$ cat config.mk
export PLATFORM = sky130hd
export DESIGN_NAME = arm_fetch_dispatch_decision
export DESIGN_NICKNAME = d
export VERILOG_FILES = /design/src/afd_pkg.sv /design/src/afd_decode.sv /design/src/afd_decide.sv /design/src/arm_fetch_dispatch_decision.sv
export SDC_FILE = /design/constraint.sdc
export NUM_CORES = 1
export LEC_CHECK = 0
export BUFFER_PORTS_ARGS = -buffer_cell sky130_fd_sc_hd__buf_2
export CAP_MARGIN = 40
export CORE_AREA = 2 2 97 99
export CTS_CLUSTER_DIAMETER = 80
export DETAILED_ROUTE_END_ITERATION = 8
export DIE_AREA = 0 0 99 101
export GPL_TIMING_DRIVEN = 0
export PLACE_DENSITY = 0.75
export SYNTH_ARGS = -nofsm -noshare
export SYNTH_HDL_FRONTEND = slang
export SYNTH_SLANG_ARGS = --single-unit
export TNS_END_PERCENT = 10
$ cat constraint.sdc
create_clock -name clk -period 3.95 [get_ports clk]
set_input_delay 0 -clock clk [delete_from_list [all_inputs] [get_ports clk]]
set_output_delay 0 -clock clk [all_outputs]
set_load 0.005 [all_outputs]
$ cat src/afd_pkg.sv
// Shared types and constants for the ARMv2 fetch dispatch decision block.
`default_nettype none

package afd_pkg;

    // Field widths
    localparam int unsigned PC_W    = 26;
    localparam int unsigned WORD_W  = 32;
    localparam int unsigned FLAGS_W = 4;
    localparam int unsigned VEC_W   = 5;

    // Exception vectors
    localparam logic [VEC_W-1:0] VEC_NONE = 5'h00;
    localparam logic [VEC_W-1:0] VEC_FIQ  = 5'h1c;
    localparam logic [VEC_W-1:0] VEC_IRQ  = 5'h18;

    // Fetch advance per step
    localparam logic [PC_W-1:0] PC_STEP = 26'd4;

    // Processor modes
    typedef enum logic [1:0] {
        USER_MODE = 2'd0,
        FIQ_MODE  = 2'd1,
        IRQ_MODE  = 2'd2,
        SVC_MODE  = 2'd3
    } mode_t;

    // Interrupt mask and pin bit positions
    localparam int unsigned FIQ_BIT = 0;
    localparam int unsigned IRQ_BIT = 1;
    localparam logic [1:0] MASKS_ALL = 2'b11;

    // Fetch-stage outcome
    typedef enum logic [2:0] {
        OUT_WAIT       = 3'd0,
        OUT_FIQ        = 3'd1,
        OUT_IRQ        = 3'd2,
        OUT_PABORT     = 3'd3,
        OUT_BKPT_STOP  = 3'd4,
        OUT_BKPT_SWI   = 3'd5,
        OUT_COND_FAIL  = 3'd6,
        OUT_EXECUTE    = 3'd7
    } outcome_t;

    // Instruction class
    typedef enum logic [3:0] {
        CLS_MUL     = 4'd0,
        CLS_SWAP    = 4'd1,
        CLS_ALU     = 4'd2,
        CLS_LDR_STR = 4'd3,
        CLS_BRANCH  = 4'd4,
        CLS_LDM_STM = 4'd5,
        CLS_SWI     = 4'd6,
        CLS_CP_XFER = 4'd7,
        CLS_CP_REG  = 4'd8,
        CLS_CP_DATA = 4'd9
    } iclass_t;

    // One input item
    typedef struct packed {
        logic [PC_W-1:0]    program_counter;
        logic [WORD_W-1:0]  instruction_word;
        logic [FLAGS_W-1:0] nzcv_flags;
        logic [1:0]         interrupt_masks;
        logic [1:0]         interrupt_pins;
        logic [1:0]         current_mode;
        logic               waiting;
        logic               page_mapped;
        logic               breakpoint_hit;
    } item_t;

    // Decode status handed from the decoder to the decision logic
    typedef struct packed {
        logic    cond_pass;
        iclass_t iclass;
    } decode_t;

    // One result item
    typedef struct packed {
        outcome_t          outcome;
        iclass_t           iclass;
        logic [PC_W-1:0]   fetch_address;
        logic [VEC_W-1:0]  vector_address;
        logic [1:0]        mode_after;
        logic [1:0]        masks_after;
        logic              clear_irq_and_wait;
    } result_t;

endpackage

`default_nettype wire

$ cat src/afd_decode.sv
// Condition code check and instruction class decode of the fetched word.
`default_nettype none

module afd_decode
    import afd_pkg::*;
(
    input  wire logic [WORD_W-1:0]  instruction_word,
    input  wire logic [FLAGS_W-1:0] nzcv_flags,
    output decode_t                 dec
);

    // Condition field codes
    localparam logic [3:0] COND_EQ = 4'h0;
    localparam logic [3:0] COND_NE = 4'h1;
    localparam logic [3:0] COND_CS = 4'h2;
    localparam logic [3:0] COND_CC = 4'h3;
    localparam logic [3:0] COND_MI = 4'h4;
    localparam logic [3:0] COND_PL = 4'h5;
    localparam logic [3:0] COND_VS = 4'h6;
    localparam logic [3:0] COND_VC = 4'h7;
    localparam logic [3:0] COND_HI = 4'h8;
    localparam logic [3:0] COND_LS = 4'h9;
    localparam logic [3:0] COND_GE = 4'ha;
    localparam logic [3:0] COND_LT = 4'hb;
    localparam logic [3:0] COND_GT = 4'hc;
    localparam logic [3:0] COND_LE = 4'hd;
    localparam logic [3:0] COND_AL = 4'he;

    // Major opcode groups, bits 27:26
    localparam logic [1:0] GRP_DATA = 2'd0;
    localparam logic [1:0] GRP_XFER = 2'd1;
    localparam logic [1:0] GRP_BLK  = 2'd2;

    // Pattern masks
    localparam logic [WORD_W-1:0] MUL_MASK  = 32'h0fc000f0;
    localparam logic [WORD_W-1:0] MUL_MATCH = 32'h00000090;
    localparam logic [WORD_W-1:0] SWP_MASK  = 32'h0fb00ff0;
    localparam logic [WORD_W-1:0] SWP_MATCH = 32'h01000090;
    localparam logic [WORD_W-1:0] SWI_MASK  = 32'h0f000000;
    localparam int unsigned       BIT_I     = 25;
    localparam int unsigned       BIT_CPREG = 4;

    logic       n_flag;
    logic       z_flag;
    logic       c_flag;
    logic       v_flag;
    logic [3:0] cond;
    logic       pass;
    iclass_t    cls;

    assign n_flag = nzcv_flags[3];
    assign z_flag = nzcv_flags[2];
    assign c_flag = nzcv_flags[1];
    assign v_flag = nzcv_flags[0];
    assign cond   = instruction_word[31:28];

    // Evaluate the condition field against the flags
    always_comb
    begin
        case (cond)
            COND_EQ: pass = z_flag;
            COND_NE: pass = !z_flag;
            COND_CS: pass = c_flag;
            COND_CC: pass = !c_flag;
            COND_MI: pass = n_flag;
            COND_PL: pass = !n_flag;
            COND_VS: pass = v_flag;
            COND_VC: pass = !v_flag;
            COND_HI: pass = c_flag && !z_flag;
            COND_LS: pass = !c_flag || z_flag;
            COND_GE: pass = (n_flag == v_flag);
            COND_LT: pass = (n_flag != v_flag);
            COND_GT: pass = !z_flag && (n_flag == v_flag);
            COND_LE: pass = z_flag || (n_flag != v_flag);
            COND_AL: pass = 1'b1;
            default: pass = 1'b0;   // never
        endcase
    end

    // Classify the instruction by its major group and sub-patterns
    always_comb
    begin
        case (instruction_word[27:26])
            GRP_DATA:
            begin
                if ((instruction_word & MUL_MASK) == MUL_MATCH)
                    cls = CLS_MUL;
                else if ((instruction_word & SWP_MASK) == SWP_MATCH)
                    cls = CLS_SWAP;
                else
                    cls = CLS_ALU;
            end
            GRP_XFER:
                cls = CLS_LDR_STR;
            GRP_BLK:
                cls = instruction_word[BIT_I] ? CLS_BRANCH : CLS_LDM_STM;
            default:
            begin
                if ((instruction_word & SWI_MASK) == SWI_MASK)
                    cls = CLS_SWI;
                else if (!instruction_word[BIT_I])
                    cls = CLS_CP_XFER;
                else if (instruction_word[BIT_CPREG])
                    cls = CLS_CP_REG;
                else
                    cls = CLS_CP_DATA;
            end
        endcase
    end

    assign dec.cond_pass = pass;
    assign dec.iclass    = cls;

endmodule

`default_nettype wire

$ cat src/afd_decide.sv
// Priority decision: wait, interrupts, abort, breakpoint, condition, execute.
`default_nettype none

module afd_decide
    import afd_pkg::*;
(
    input  wire item_t   item,
    input  wire decode_t dec,
    input  wire logic    breakpoint_as_swi,
    output result_t      res
);

    logic fiq_take;
    logic irq_take;

    assign fiq_take = !item.interrupt_masks[FIQ_BIT] && item.interrupt_pins[FIQ_BIT];
    assign irq_take = !item.interrupt_masks[IRQ_BIT] && item.interrupt_pins[IRQ_BIT];

    // Walk the checks in priority order
    always_comb
    begin
        res.outcome            = OUT_EXECUTE;
        res.iclass             = CLS_MUL;
        res.fetch_address      = item.program_counter + PC_STEP;
        res.vector_address     = VEC_NONE;
        res.mode_after         = item.current_mode;
        res.masks_after        = item.interrupt_masks;
        res.clear_irq_and_wait = 1'b0;

        if (item.waiting && (item.interrupt_pins == 2'b00))
        begin
            // hold the PC while halted
            res.outcome       = OUT_WAIT;
            res.fetch_address = item.program_counter;
        end
        else if (fiq_take)
        begin
            res.outcome        = OUT_FIQ;
            res.vector_address = VEC_FIQ;
            res.mode_after     = FIQ_MODE;
            res.masks_after    = MASKS_ALL;
        end
        else if (irq_take)
        begin
            res.outcome            = OUT_IRQ;
            res.vector_address     = VEC_IRQ;
            res.mode_after         = IRQ_MODE;
            res.masks_after        = item.interrupt_masks;
            res.masks_after[IRQ_BIT] = 1'b1;
            res.clear_irq_and_wait = 1'b1;
        end
        else if (!item.page_mapped)
        begin
            res.outcome = OUT_PABORT;
        end
        else if (item.breakpoint_hit)
        begin
            res.outcome = breakpoint_as_swi ? OUT_BKPT_SWI : OUT_BKPT_STOP;
        end
        else if (!dec.cond_pass)
        begin
            res.outcome = OUT_COND_FAIL;
        end
        else
        begin
            res.outcome = OUT_EXECUTE;
            res.iclass  = dec.iclass;
        end
    end

endmodule

`default_nettype wire

$ cat src/arm_fetch_dispatch_decision.sv
// Top level of the ARMv2 fetch dispatch decision block.
//
// Takes one item per clock while in_stall is low. Each item is captured in
// an input register, decoded and prioritized by short combinational logic,
// and captured in a result register. Both registers advance independently,
// so a new item is taken while a finished result waits for the sink;
// in_stall rises only when both registers are full and out_stall is high.
// The breakpoint_as_swi register (cfg_we/cfg_wdata) resets to 0; the user
// must write it only while the block is idle; the block does not enforce it.
`default_nettype none

module arm_fetch_dispatch_decision
    import afd_pkg::*;
(
    input  wire logic               clk,
    input  wire logic               rst_n,

    // configuration
    input  wire logic               cfg_we,
    input  wire logic               cfg_wdata,

    // input channel
    input  wire logic               in_valid,
    output logic                    in_stall,
    input  wire logic [PC_W-1:0]    program_counter,
    input  wire logic [WORD_W-1:0]  instruction_word,
    input  wire logic [FLAGS_W-1:0] nzcv_flags,
    input  wire logic [1:0]         interrupt_masks,
    input  wire logic [1:0]         interrupt_pins,
    input  wire logic [1:0]         current_mode,
    input  wire logic               waiting,
    input  wire logic               page_mapped,
    input  wire logic               breakpoint_hit,

    // output channel
    output logic                    out_valid,
    input  wire logic               out_stall,
    output logic [2:0]              outcome,
    output logic [3:0]              instruction_class,
    output logic [PC_W-1:0]         fetch_address,
    output logic [VEC_W-1:0]        vector_address,
    output logic [1:0]              mode_after,
    output logic [1:0]              masks_after,
    output logic                    clear_irq_and_wait
);

    logic    bkpt_swi_reg;
    logic    in_vld_reg;
    logic    in_vld_next;
    item_t   in_item_reg;
    item_t   in_item_next;
    logic    res_vld_reg;
    logic    res_vld_next;
    result_t res_reg;
    result_t res_next;
    logic    res_load;
    logic    in_load;
    decode_t dec;
    result_t res_comb;

    // Configuration register
    always_ff @(posedge clk or negedge rst_n)
    begin
        if (!rst_n)
            bkpt_swi_reg <= 1'b0;
        else if (cfg_we)
            bkpt_swi_reg <= cfg_wdata;
    end

    // Stage enables: result register frees when empty or taken
    assign res_load = !res_vld_reg || !out_stall;
    assign in_load  = !in_vld_reg || res_load;
    assign in_stall = !in_load;

    // Input register
    always_comb
    begin
        in_vld_next  = in_load ? in_valid : in_vld_reg;
        in_item_next = in_item_reg;
        if (in_load && in_valid)
        begin
            in_item_next.program_counter  = program_counter;
            in_item_next.instruction_word = instruction_word;
            in_item_next.nzcv_flags       = nzcv_flags;
            in_item_next.interrupt_masks  = interrupt_masks;
            in_item_next.interrupt_pins   = interrupt_pins;
            in_item_next.current_mode     = current_mode;
            in_item_next.waiting          = waiting;
            in_item_next.page_mapped      = page_mapped;
            in_item_next.breakpoint_hit   = breakpoint_hit;
        end
    end

    always_ff @(posedge clk or negedge rst_n)
    begin
        if (!rst_n)
            in_vld_reg <= 1'b0;
        else
            in_vld_reg <= in_vld_next;
    end

    always_ff @(posedge clk)
    begin
        in_item_reg <= in_item_next;
    end

    // Decode and decide
    afd_decode u_decode (
        .instruction_word (in_item_reg.instruction_word),
        .nzcv_flags       (in_item_reg.nzcv_flags),
        .dec              (dec)
    );

    afd_decide u_decide (
        .item              (in_item_reg),
        .dec               (dec),
        .breakpoint_as_swi (bkpt_swi_reg),
        .res               (res_comb)
    );

    // Result register
    always_comb
    begin
        res_vld_next = res_load ? in_vld_reg : res_vld_reg;
        res_next     = (res_load && in_vld_reg) ? res_comb : res_reg;
    end

    always_ff @(posedge clk or negedge rst_n)
    begin
        if (!rst_n)
            res_vld_reg <= 1'b0;
        else
            res_vld_reg <= res_vld_next;
    end

    always_ff @(posedge clk)
    begin
        res_reg <= res_next;
    end

    // Drive the output channel
    assign out_valid          = res_vld_reg;
    assign outcome            = res_reg.outcome;
    assign instruction_class  = res_reg.iclass;
    assign fetch_address      = res_reg.fetch_address;
    assign vector_address     = res_reg.vector_address;
    assign mode_after         = res_reg.mode_after;
    assign masks_after        = res_reg.masks_after;
    assign clear_irq_and_wait = res_reg.clear_irq_and_wait;

endmodule

`default_nettype wire

Word level (Yosys, flattened, before mapping)
Cells that the tools add are included.
Widths: inputs -> output; s select.

word-level totals
  register bits = 117
  bits of input ports = 77
  output and inout bits = 45
  logic and storage cells = 92

cells by class
  $add $sub $neg = 1
  equal/unequal tests = 21
  muxes and demuxes = 19
  bitwise gates (word level) = 2
  reductions and logical operators = 27

operator list
  cell                   number
  $eq 4x4->1 const B     8
  $add 26x3->26 const B  1
  $mux 26                1
  $eq 4x3->1 const B     4
  $eq 15x12->1 const B   1
  $pmux 1 s15            1
  $mux 4                 3
  $pmux 4 s3             1
  $eq 10x4->1 const B    1
  $logic_not 1->1        10
  $mux 10                1
  $mux 9                 1
  $eq 4x2->1 const B     2
  $mux 2                 4
  $logic_and 1x1->1      7
  $mux 1                 6
  $reduce_or 6->1        1
  $mux 5                 1
  $eq 4x1->1 const B     1
  $logic_not 2->1        2
  $logic_not 4->1        1
  $logic_or 1x1->1       4
  $reduce_or 4->1        1
  $eq 2x1->1 const B     1
  5 further kinds        6

Logic depth before layout (Yosys ltp)
Gate-level depths: netlist of run 1.

  word-level depth = 8
  depth in mapped cells = 6
  depth with buffers taken out = 6

Hierarchy
A second synthesis of run 1 with hierarchy kept.

second synthesis, totals
  cells, all modules = 263
  area total of the unflattened synthesis = 4545.6 um^2

modules (own cells, without submodules)
  module                       instances  cells an instance  area each (um^2)
  arm_fetch_dispatch_decision  1          124                3552.2
  afd_decide                   1          98                 685.7
  afd_decode                   1          41                 307.8

Least setup slack after synthesis of run 1
OpenSTA, ideal clock, no wires.

  path kind = register -> register
  from = register res_vld_reg, in the netlist out_valid
  to = register res_reg, in the netlist clear_irq_and_wait (enable)
  library setup time = 0.498 ns
  arrival = 3.321 ns
  slack = 0.131 ns
  stages on the path, launching flop included = 2
  path buffers = 0
  cells stage by stage = dfrtp_1 > a21boi_0

on the way
  longest elaborated chain between the ends = 3

ends and longest elaborated chain
  item                    RTL line                            source
  from (decl)             arm_fetch_dispatch_decision.sv:52   logic res_vld_reg;
  from (signal assigned)  arm_fetch_dispatch_decision.sv:133  res_vld_reg <= res_vld_next;
  $logic_not 1->1         arm_fetch_dispatch_decision.sv:71   assign res_load = !res_vld_reg || !out_stall;
  $logic_or 1x1->1        arm_fetch_dispatch_decision.sv:71
  $logic_and 1x1->1       arm_fetch_dispatch_decision.sv:125  res_next = (res_load && in_vld_reg) ? res_comb : res_reg;
  to (signal assigned)    arm_fetch_dispatch_decision.sv:138  res_reg <= res_next;
  to (decl)               arm_fetch_dispatch_decision.sv:54   result_t res_reg;

No other way between the ends.
A chain may end at the register's enable or synchronous reset.

==> summary.txt, run 1 <==
Seq/Total Area, Yosys: 0.750
DIE AREA: 10000 um^2
Final #Nets: 515
CTS Buf Count: 9
Synth area leaders: edfxtp_1, xnor2_1, xor2_1
Reg clk slew, reported paths: 90 ps
Most used flip-flop cell after synthesis: edfxtp_1
Number of cells on the critical path: 5
Post-layout util: 0.626
Max Cap Viol: 0
Gate Count Post-Synth: 250
Setup ws final: 1950 ps
CTS Sinks: 102
# DRC: 0
Top-count cell post-synth: edfxtp_1
HP Class: input port to flop
Vias in the first global route: 2706
Most common library cells after synthesis: edfxtp_1, nand2_1, xnor2_1
IO Count: 122
Layout cells sized above 1: 0.320
WP buf/inv: 0
CP startpoint kind: flop
DR pass1 iterations: 4
Initial antenna violation count: 0
Htree depth: 3
Post-synth EDFFs: 99
Syn Std Cell Area: 4060 um^2
Number of synthesized register bits: 102
Ys Warns: 0
Max Fclk: 501 MHz
Final Max Slew Viols: 0
Largest net degree at the start of global routing: 38
Hold slack: 345 ps
Final Hold Fails: 0
Die width: 99 um
CTS tree: built
Largest register FFs: 59
Cell taking the most area after synthesis: edfxtp_1
Setup bufs post-CTS: 0
Via count: 2670
Final ANT Viol Nets: 0
Area of the multi-input gates: 973 um^2
Reg area: 3050 um^2
Routed WL per cell: 14.2 um
Hpwl dp: 5200 um
Critical path required time: 4060 ps
Final-layout fill cell count: 649
Total Neg Setup Slack: 0 ps
Final Setup Violations: 0
Clk_lat worst skew: 360 ps
Initial Util: 0.453
Ant diodes: 0
Pwr Density: 379 nW/um^2
GR Util All Layers: 0.161
Slew Limit Headroom: 0.470
Clock root cell: clkbuf_8
Worst reg-to-reg path cell count: 5
Slowest-stage cell, CP: nor3b_2
WP data arrival: 2110 ps
# port buffers: 107
Post-synth cell types: 52
Fin area: 5620 um^2
Gp weighted congestion: 0.774
Worst slew pin tran: 791 ps
Tmin final: 2000 ps
Vias per std cell: 4.85
Area growth, synth to finish: 38.4%
Row cnt: 35
Async SR Flop Fraction: 0.0294
Core area: 8980 um^2
Die Ht: 101 um
CP Class: flop to flop
Average cell area after synthesis: 16.3 um^2
Crit-path cells: nor3b_2 -> nor4_4 -> nand3_1 -> nor2_1 -> xor2_1
DRT iter0 DRCs: 55
Top cell type's share of synthesized area: 0.732
Cell family with most CP delay: simple AND/OR/NAND/NOR gates
Worst Setup End Kind: flop
Static leakage: 2.18 nW
RSZ-0062 raised after global routing: false
Total length of routed wires: 7800 um
Worst-path fanout max: 8
Placement-stage worst setup slack: 1950 ps
Placed cell areas: 4800 um^2
Worst-case clock skew: 16.4 ps
Worst vdd ir: 175 uV
GR Overflow Total: 0
Final worst-path cycle share: 0.505
Status: finished, final reports clean
First-pass GRT wire length: 12300 um
Slowest Stage Delay on Critical Path: 700 ps
CTS Buffer Depth: 2
WHS Path Cells: 2
[path summary, 6_finish.rpt]
check | start | slack [ps] | to
worst max-delay path | in_item_reg[6] | 1950 | fetch_address[24]
worst min-delay path | instruction_word[5] | 340 | in_item_reg[18]
worst max register to register | in_item_reg[6] | 1950 | fetch_address[24]
worst min register to register | in_item_reg[45] | 430 | fetch_address[0]
max in group asynchronous | rst_n | 3270 | bkpt_swi_reg
min in group asynchronous | rst_n | 530 | in_vld_reg
[metal layers]
layer / track usage / share of wire / up-vias
met2: 0.307 / 0.56 / 70
met5: 0 / 0 / -
li1: - / - / 1317
met3: 0.0264 / 0.035 / 19
met4: 0.0811 / 0.028 / 0
met1: 0.172 / 0.38 / 1264
[layout by cell type, fill, tap and decap left out, drive strengths merged, types with 2 or more instances in the layout]
cell type    count
a21oi            3
a311oi           2
and2             3
and3             2
and4             2
and4b            2
buf            113
clkbuf          10
clkinvlp         2
conb             2
dfrtp            3
dlygate4sd3     66
edfxtp          99
inv              9
mux2             2
mux2i            3
nand2           23
nand2b           5
nand3           10
nand4            6
nor2            13
nor3             3
nor3b            3
nor4             2
o211ai           3
o21ai            4
o31ai            3
xnor2           14
xor2            11
[worst register-to-register path, delay by kind of cell (launching register included)]
kind | cells | cell delay (ps)
DFF | 1 | 450
and+or+nand+nor | 4 | 1160
xor gates and xnor gates | 1 | 140
[cells by family after synthesis]
group | after synthesis | synth area share
simple gates | 81 | 0.119
compound gates | 23 | 0.0459
xor+xnor | 25 | 0.0539
buf+inv | 12 | 0.0142
fa+ha+maj | 1 | 0.00308
mux | 5 | 0.0129
other cells | 1 | 0.000923
flops | 102 | 0.750
[report_power, final]
part           total [mW]  internal, mW  leakage, nW  switching, mW
combinational       0.239         0.133         1.12          0.106
sequential           1.32          1.28        0.985         0.0386
clock               0.572         0.225       0.0756          0.347
[timing repair]
item | in CTS | in global routing
endpoints found under the hold margin | 65 | 0
hold buffers | 66 | 0
gates resized for setup | 0 | 0
[through the flow]
| step | total power, mW | std cells |
|---|---|---|
| final | 2.13 | 551 |
| after global routing | 2.21 | 551 |
| after CTS | 2.14 | 551 |
| after detailed placement | 1.53 | 471 |
| after global placement | 1.52 | 469 |
| after floorplan | 1.43 | 251 |
[layout make-up]
type	count	share of cell area
flip-flops and latches	102	0.542
plain buffers	5	0.00556
repair buffers	175	0.221
clock inverters	5	0.00645
multi-input cells	137	0.173
inverters	7	0.00467
clock buffers	9	0.0220
well taps	111	0.0247
Power figures use the tool's default switching activity.
==> run 2: changes to the inputs <==
CORE_AREA = 2 2 93 95   (was 2 2 97 99)
DIE_AREA = 0 0 95 97   (was 0 0 99 101)
PLACE_DENSITY = 0.77   (was 0.75)
clock period = 2 ns   (was 3.95 ns; I/O delays follow)
==> summary.txt, run 2 (synthesis gave the netlist of run 1 again) <==
Status: finished, final reports clean
Met2 Resource Use GR: 0.321
CTS Buffer Depth: 2
Slew Limit Headroom: 0.594
Largest net degree at the start of global routing: 39
Met1 usage: 0.196
Row cnt: 33
Core area: 8130 um^2
WP data arrival: 2060 ps
Reg clk slew, reported paths: 100 ps
Final #Nets: 517
Worst-case clock skew: 12.7 ps
Vias per std cell: 4.84
Final Setup Violations: 0
Leading cell type in the layout, fill and taps excluded: buf_2
Total length of routed wires: 7740 um
Largest register FFs: 59
Worst Setup End Kind: flop
Final ANT Viol Nets: 0
Hpwl dp: 5150 um
Tmin final: 1880 ps
First-pass GRT wire length: 12500 um
Worst slew pin tran: 608 ps
Most frequent cells in the layout: buf_2, edfxtp_1, dlygate4sd3_1
Slowest Stage Delay on Critical Path: 490 ps
Total Neg Setup Slack: 0 ps
Worst vdd ir: 391 uV
Die width: 95 um
CTS Sinks: 102
Clk_lat worst skew: 360 ps
Gp weighted congestion: 0.750
Post-layout util: 0.696
Htree depth: 3
# DRC: 0
Initial antenna violation count: 0
Cells after DPL: 465
Worst-path fanout max: 7
CP Class: flop to flop
GR Overflow Total: 0
Routed WL per cell: 14.1 um
CTS Buf Count: 9
Area growth, synth to finish: 39.4%
Crit-path cells: xnor2_1 -> a311oi_2 -> mux2i_1 -> o31ai_1 -> a211oi_1
Clock root cell: clkbuf_8
Most used routing layer: met2
Global Route met3 Usage: 0.0312
IO Count: 122
Final std cells w/o fill: 549
Max Cap Viol: 0
Static leakage: 2.21 nW
Pwr Density: 764 nW/um^2
Max Fclk: 532 MHz
DRT iter0 DRCs: 71
Slowest-stage cell, CP: edfxtp_1
Final Hold Fails: 0
HP Class: input port to flop
Die Ht: 97 um
GR Util All Layers: 0.176
Critical path required time: 2180 ps
CP startpoint kind: flop
Layout cells sized above 1: 0.322
DR pass1 iterations: 4
Via count: 2656
RSZ-0062 raised after global routing: false
Ant diodes: 0
CTS tree: built
DIE AREA: 9220 um^2
Vias in the first global route: 2695
Final worst-path cycle share: 0.940
Final Max Slew Viols: 0
Initial Util: 0.499
# port buffers: 107
[run 2: repair_timing]
action / CTS / global route
hold endpoints to repair: 65 / 0
pin swaps: 0 / 1
gates resized for setup: 1 / 0
hold buffers: 66 / 0
endpoints found under the setup margin: 2 / 3
buffers inserted: 0 / 2
[run 2: metrics by stage]
step	power, mW	cell area [um^2]	worst slack [ps]	hold WS (ps)
floorplan	2.82	4080	261	-296
global placement	2.99	4750	12.5	-203
detailed placement	3.03	4790	-30.5	-198
CTS	4.35	5650	24.8	331
global route	4.49	5660	21.8	336
finish	4.32	5660	120	347
[run 2: layout make-up]
class,count,area [um^2]
sequential,102,3050
inverter,7,26.3
multi-input combinational,137,980
clock inverter,6,61.3
timing repair buffer,177,1260
buffer,5,31.3
clock buffer,10,128
fill,549,2470
tap,105,131
[run 2: worst max-delay path: cells and delay by family, from the launching register on]
family / cells / cell delay (ps)
XOR/XNOR: 1 / 180
AO/OA/AOI/OAI: 3 / 680
multiplexers: 1 / 370
flip-flops: 1 / 490
[run 2: power by group]
group          internal, mW  total, mW  switching [mW]
combinational         0.264      0.473           0.209
sequential             2.53       2.61          0.0797
clock                 0.575       1.24           0.668
total                  3.37       4.32           0.957
[run 2: worst paths after layout]
| path | to | depth (start not counted) | start | slack, ps |
|---|---|---|---|---|
| worst max register to register | outcome[0] | 5 | in_item_reg[9] | 120 |
| min in group asynchronous | out_valid | 3 | rst_n | 530 |
| worst min register to register | fetch_address[1] | 0 | in_item_reg[46] | 430 |
| max in group asynchronous | bkpt_swi_reg | 3 | rst_n | 1320 |
| worst min-delay path | in_item_reg[2] | 2 | waiting | 350 |
| worst max-delay path | outcome[0] | 5 | in_item_reg[9] | 120 |
[run 2: layer usage]
layer | wire length (um) | share of wire
met4 | 162 | 0.021
met1 | 3020 | 0.39
met3 | 303 | 0.039
met2 | 4260 | 0.55
met5 | 0 | 0
